--- src/rtl/rotation_matrix_to_rpy_angles_defines.svh ---
// Assertion macros for the rotation matrix to roll/pitch/yaw block.
// Depends on nothing; the user supplies clk and rst_n in scope.
`ifndef ROTATION_MATRIX_TO_RPY_ANGLES_DEFINES_SVH
`define ROTATION_MATRIX_TO_RPY_ANGLES_DEFINES_SVH

// Antecedent implies consequent in the same cycle.
`define RPY_ASSERT_SAME(lbl, ante, cons, msg) \
    lbl: assert property (@(posedge clk) disable iff (!rst_n) (ante) |-> (cons)) \
        else $error(msg);

// Antecedent implies consequent in the cycle after.
`define RPY_ASSERT_NEXT(lbl, ante, cons, msg) \
    lbl: assert property (@(posedge clk) disable iff (!rst_n) (ante) |=> (cons)) \
        else $error(msg);

`endif

--- src/rtl/rpy_isqrt.sv ---
// Pipelined integer square root, one result bit per register stage.
// Depends on nothing outside this file.
`timescale 1ns / 1ps

module rpy_isqrt #(
    parameter int N_W = 48
) (
    input  logic                 clk,
    input  logic [N_W-1:0]       n_in,
    output logic [N_W/2-1:0]     root
);

    localparam int R_W = N_W / 2;
    localparam int REM_W = R_W + 4;

    logic [REM_W-1:0] rem_reg [0:R_W];
    logic [R_W-1:0]   root_reg [0:R_W];
    logic [N_W-1:0]   rest_reg [0:R_W];

    always_comb
    begin
        rem_reg[0] = '0;
        root_reg[0] = '0;
        rest_reg[0] = n_in;
    end

    for (genvar k = 0; k < R_W; k++) begin : g_stage
        logic [REM_W-1:0] rem_sh;
        logic [REM_W-1:0] trial;

        always_comb
        begin
            rem_sh = {rem_reg[k][REM_W-3:0], rest_reg[k][N_W-1:N_W-2]};
            trial = {{(REM_W-R_W-2){1'b0}}, root_reg[k], 2'b01};
        end

        always_ff @(posedge clk)
        begin
            rest_reg[k+1] <= {rest_reg[k][N_W-3:0], 2'b00};
            if (rem_sh >= trial)
            begin
                rem_reg[k+1] <= rem_sh - trial;
                root_reg[k+1] <= {root_reg[k][R_W-2:0], 1'b1};
            end
            else
            begin
                rem_reg[k+1] <= rem_sh;
                root_reg[k+1] <= {root_reg[k][R_W-2:0], 1'b0};
            end
        end
    end

    assign root = root_reg[R_W];

endmodule

--- config.mk ---
export PLATFORM = sky130hd
export DESIGN_NAME = rpy_isqrt
export DESIGN_NICKNAME = d
export VERILOG_FILES = /design/src/rtl/rotation_matrix_to_rpy_angles_defines.svh /design/src/rtl/rpy_isqrt.sv
export SDC_FILE = /design/constraint.sdc
export NUM_CORES = 2
export LEC_CHECK = 0
export BUFFER_PORTS_ARGS = -buffer_cell sky130_fd_sc_hd__buf_4
export CORE_MARGIN = 1.5
export CORE_UTILIZATION = 62
export DETAILED_ROUTE_END_ITERATION = 7
export PLACE_DENSITY_LB_ADDON = 0.05
export RECOVER_POWER = 25
export SLEW_MARGIN = 20
export SYNTH_ARGS = -nofsm -noshare
export SYNTH_HDL_FRONTEND = slang
export SYNTH_SLANG_ARGS = --single-unit
--- constraint.sdc ---
create_clock -name clk -period 3.4 [get_ports clk]
set_clock_uncertainty 0.1 [all_clocks]
set_input_delay 0.17 -clock clk [delete_from_list [all_inputs] [get_ports clk]]
set_output_delay 0.17 -clock clk [all_outputs]
set_load 0.1 [all_outputs]
==> flow_summary.json <==
{
  "run_status": "finished clean",
  "start_kind": "register",
  "maximum_number_of_pins_on_one_net_before_global_route_repair": 44,
  "number_of_antenna_violations_at_the_first_check_in_global_routing": 2,
  "place_hpwl_um": 74900,
  "post_synth_inst_count": 5023,
  "worstSetupPathType": "reg2reg",
  "fill_cells": 6095,
  "initial_utilization": 0.628,
  "finalCritPeriodShare": 0.950,
  "clkTransAtPathRegs_ps": 60,
  "fin_util": 0.720,
  "worst_path_dominant_cell_family": "compound AO/OA/AOI/OAI gates",
  "synth_top_cells_by_area": "dfxtp_1 (55%), ha_1 (7.9%), xnor2_1 (4.4%)",
  "crit_slowest_cell": "a2111oi_2",
  "numCtsBuffers": 138,
  "post_synth_instance_area_um2": 51700,
  "synth_seq_cells": 1415,
  "floorplan.die.width_um": 292,
  "synth_top_cell_by_area": "dfxtp_1",
  "antenna_cells": 0,
  "preCtsSetupSlack_ps": 180,
  "synth_fp_nets": 5398,
  "layout-drive-gt1-share": 0.0881,
  "wirelength_met1_um": 44500,
  "critPathRequiredTime_ps": 3910,
  "slew_violations": 0,
  "post_synth_edffs": 0,
  "flip_flop_count_of_the_largest_register_after_layout": 609,
  "avgSynthCellArea_um2": 10.3,
  "synth-async-reset-ratio": 0,
  "yosysSeqAreaShare": 0.548,
  "arrival_time_at_the_worst_endpoint_ps": 3740,
  "place.gp.congestion": 0.899,
  "final_setup_margin_ps": 169,
  "cts.root.buffer_cell": "clkbuf_16",
  "setup-tns-final_ps": 0,
  "post_synth_mux_area_share": 0.0136,
  "power_leakage_nw": 28.0,
  "synth_compound_area_frac": 0.120,
  "die_height_um": 292,
  "worst_slew_margin_relative_to_its_limit": 0.461,
  "netlist-cell-type-count": 93,
  "powerDensity_nw_per_um2": 754,
  "detail_route.wirelength_um": 106000,
  "antenna_violating_nets_post_route": 0,
  "multiInputGateArea_um2": 21500,
  "ios": 73,
  "total_power_mw": 44.6,
  "die-area_um2": 85100,
  "synth_fa_ha_area_frac": 0.0789,
  "detailedRoute.firstPassIterationCount": 5,
  "timing.critical_path.buf_inv": 1,
  "finalHoldViolCount": 0,
  "clkSinkCount": 1415,
  "highest_layer": "met5",
  "slowest_delay_ps": 460,
  "design.core.area_um2": 82200,
  "worst_setup_path_end_kind": "register",
  "synth_top_cell_area_share": 0.548,
  "vias_in_the_first_global_route": 34700,
  "cts.repair_timing.setup_buffer_count": 0,
  "synth-warning-count": 0,
  "synthSimpleGateAreaFrac": 0.128,
  "final-seq-area_um2": 28300,
  "worstMarginPinSlew_ps": 788,
  "grt.total_usage": 0.247,
  "final.hold.worst_slack_ps": 78.8,
  "post-route-drc-count": 0,
  "finish.net_count": 5671,
  "drv.max_cap_violation_count": 0,
  "vias_cell": 5.45,
  "timing.critical_path.cells": "inv_1 > ha_1 > or3_1 > o221a_2 > a2111oi_2 > nor3_1 > o21ai_0 > o21ai_0 > a221oi_1 > mux2_2",
  "finalWorstPathRequiredPeriod_ps": 3230,
  "prevailing_post_synth_register_cell": "dfxtp_1",
  "areaGrowthSynthToFinish_pct": 14.7,
  "unrepaired_setup_endpoints_after_global_routing": "false",
  "grt_pass1_wl_um": 171000,
  "clockBufferDepth": 3,
  "clk_latency_ps": 730,
  "final-setup-viol-count": 0,
  "drt-wirelength-per-cell_um": 16.3,
  "routed-wl-met2_um": 53800,
  "num_vias": 35200,
  "vdd_ir_drop_max_v": 0.000622,
  "critical_path.max_fanout": 4,
  "tritoncts_clock_tree": "built",
  "cts_max_level": 4,
  "hp-class": "in2reg",
  "synth_top_family_by_area": "simple AND/OR/NAND/NOR gates",
  "max_freq_mhz": 310,
  "buffer_ports.inserted": 72,
  "met3_length_um": 3950,
  "xor_xnor_share_of_the_synthesized_area": 0.0751,
  "grt_remaining_overflow": 0,
  "detailedRoute.firstIterationViolations": 1923,
  "row_count": 105,
  "cp_common_cell": "o21ai_0"
}
==> placed cells by master, fill, tap and decap left out, types with 13 or more instances in the layout <==
master / count
a2111oi_0: 15
a211oi_1: 25
a21o_1: 118
a21oi_1: 290
a31oi_1: 28
and2_1: 16
and3_1: 26
buf_4: 121
clkbuf_1: 34
clkbuf_16: 141
clkbuf_8: 34
clkinv_2: 13
dfxtp_1: 1415
dlygate4sd3_1: 92
ha_1: 326
inv_1: 403
mux2_2: 56
nand2_1: 290
nand2b_1: 58
nand3_1: 89
nand3b_1: 17
nand4_1: 55
nor2_1: 326
nor2b_1: 50
nor3_1: 136
nor3b_1: 13
nor4_1: 60
o211ai_1: 23
o21a_1: 82
o21ai_0: 212
o21bai_1: 30
o31ai_1: 28
or2_2: 34
or3_1: 47
or4_1: 32
xnor2_1: 262
xor2_1: 181
==> power breakdown <==
group,leakage (nW),internal (mW),switching [mW]
Combinational,13.9,3.62,4.19
Sequential,11.8,19.4,2.08
Clock,2.28,9.05,6.29
Total,28.0,32.1,12.6
==> layout make-up <==
class / instances / area share
clock buffers: 208 / 0.0695
clock inverters: 37 / 0.00910
inverters: 407 / 0.0258
multi-input cells: 3116 / 0.363
flip-flops and latches: 1415 / 0.478
well taps: 1070 / 0.0226
repair buffers: 218 / 0.0314
==> kinds of logic (layout without fill, tap and decap cells) <==
logic type      Yosys count  count (layout)
fa+ha+maj               326             326
mux                      63              63
compound gates          976             976
xor+xnor                443             443
buf+inv                 492             870
other cells               1               1
simple gates           1307            1307
flops                  1415            1415
==> synth_stat cells (all sizes together) (9+ instances only) <==
cell type,n
nor3,139
nor2b,50
xnor2,262
nand2b,59
nor4,63
buf,12
xor2,181
nor3b,14
o211ai,23
or4,36
nor4b,13
nand3,89
o2111ai,12
nor2,328
nand4b,9
dfxtp,1415
and3,26
nand2,292
a31oi,29
mux2,56
o21ai,216
o21a,82
a21o,119
o21bai,30
a21boi,11
a211oi,26
or3,47
nand4,55
or2,37
o31ai,28
and2,17
a21oi,293
nand3b,17
ha,326
inv,406
clkbuf,73
a2111oi,18
==> timing repair <==
action                     in CTS  in global routing
gates resized for setup         0                  7
hold endpoints to repair       49                  0
hold buffers                   92                  0
setup endpoints to repair       0                 12
==> metrics by stage <==
step                instances  instance area [um2]
finish                   6471                59200
global route             6471                59200
CTS                      6471                59200
detailed placement       6134                53600
global placement         6134                53600
floorplan                5023                51700
==> metal layers <==
layer,GRT usage,up-vias
met5,0,-
met4,0.0953,2
met1,0.291,16500
met3,0.0378,236
met2,0.452,753
li1,-,17800
==> final timing paths <==
path / start / to / slack, ps / cells past startpoint
min reg2reg: rest_reg[514] / rest_reg[468] / 220 / 0
max reg2reg: g_stage[21].trial[3] / g_stage[22].rem_sh[25] / 170 / 10
min: n_in[21] / rest_reg[1127] / 80 / 2
max: g_stage[21].trial[3] / g_stage[22].rem_sh[25] / 170 / 10
Note: power is estimated with default switching activity, not from simulation.
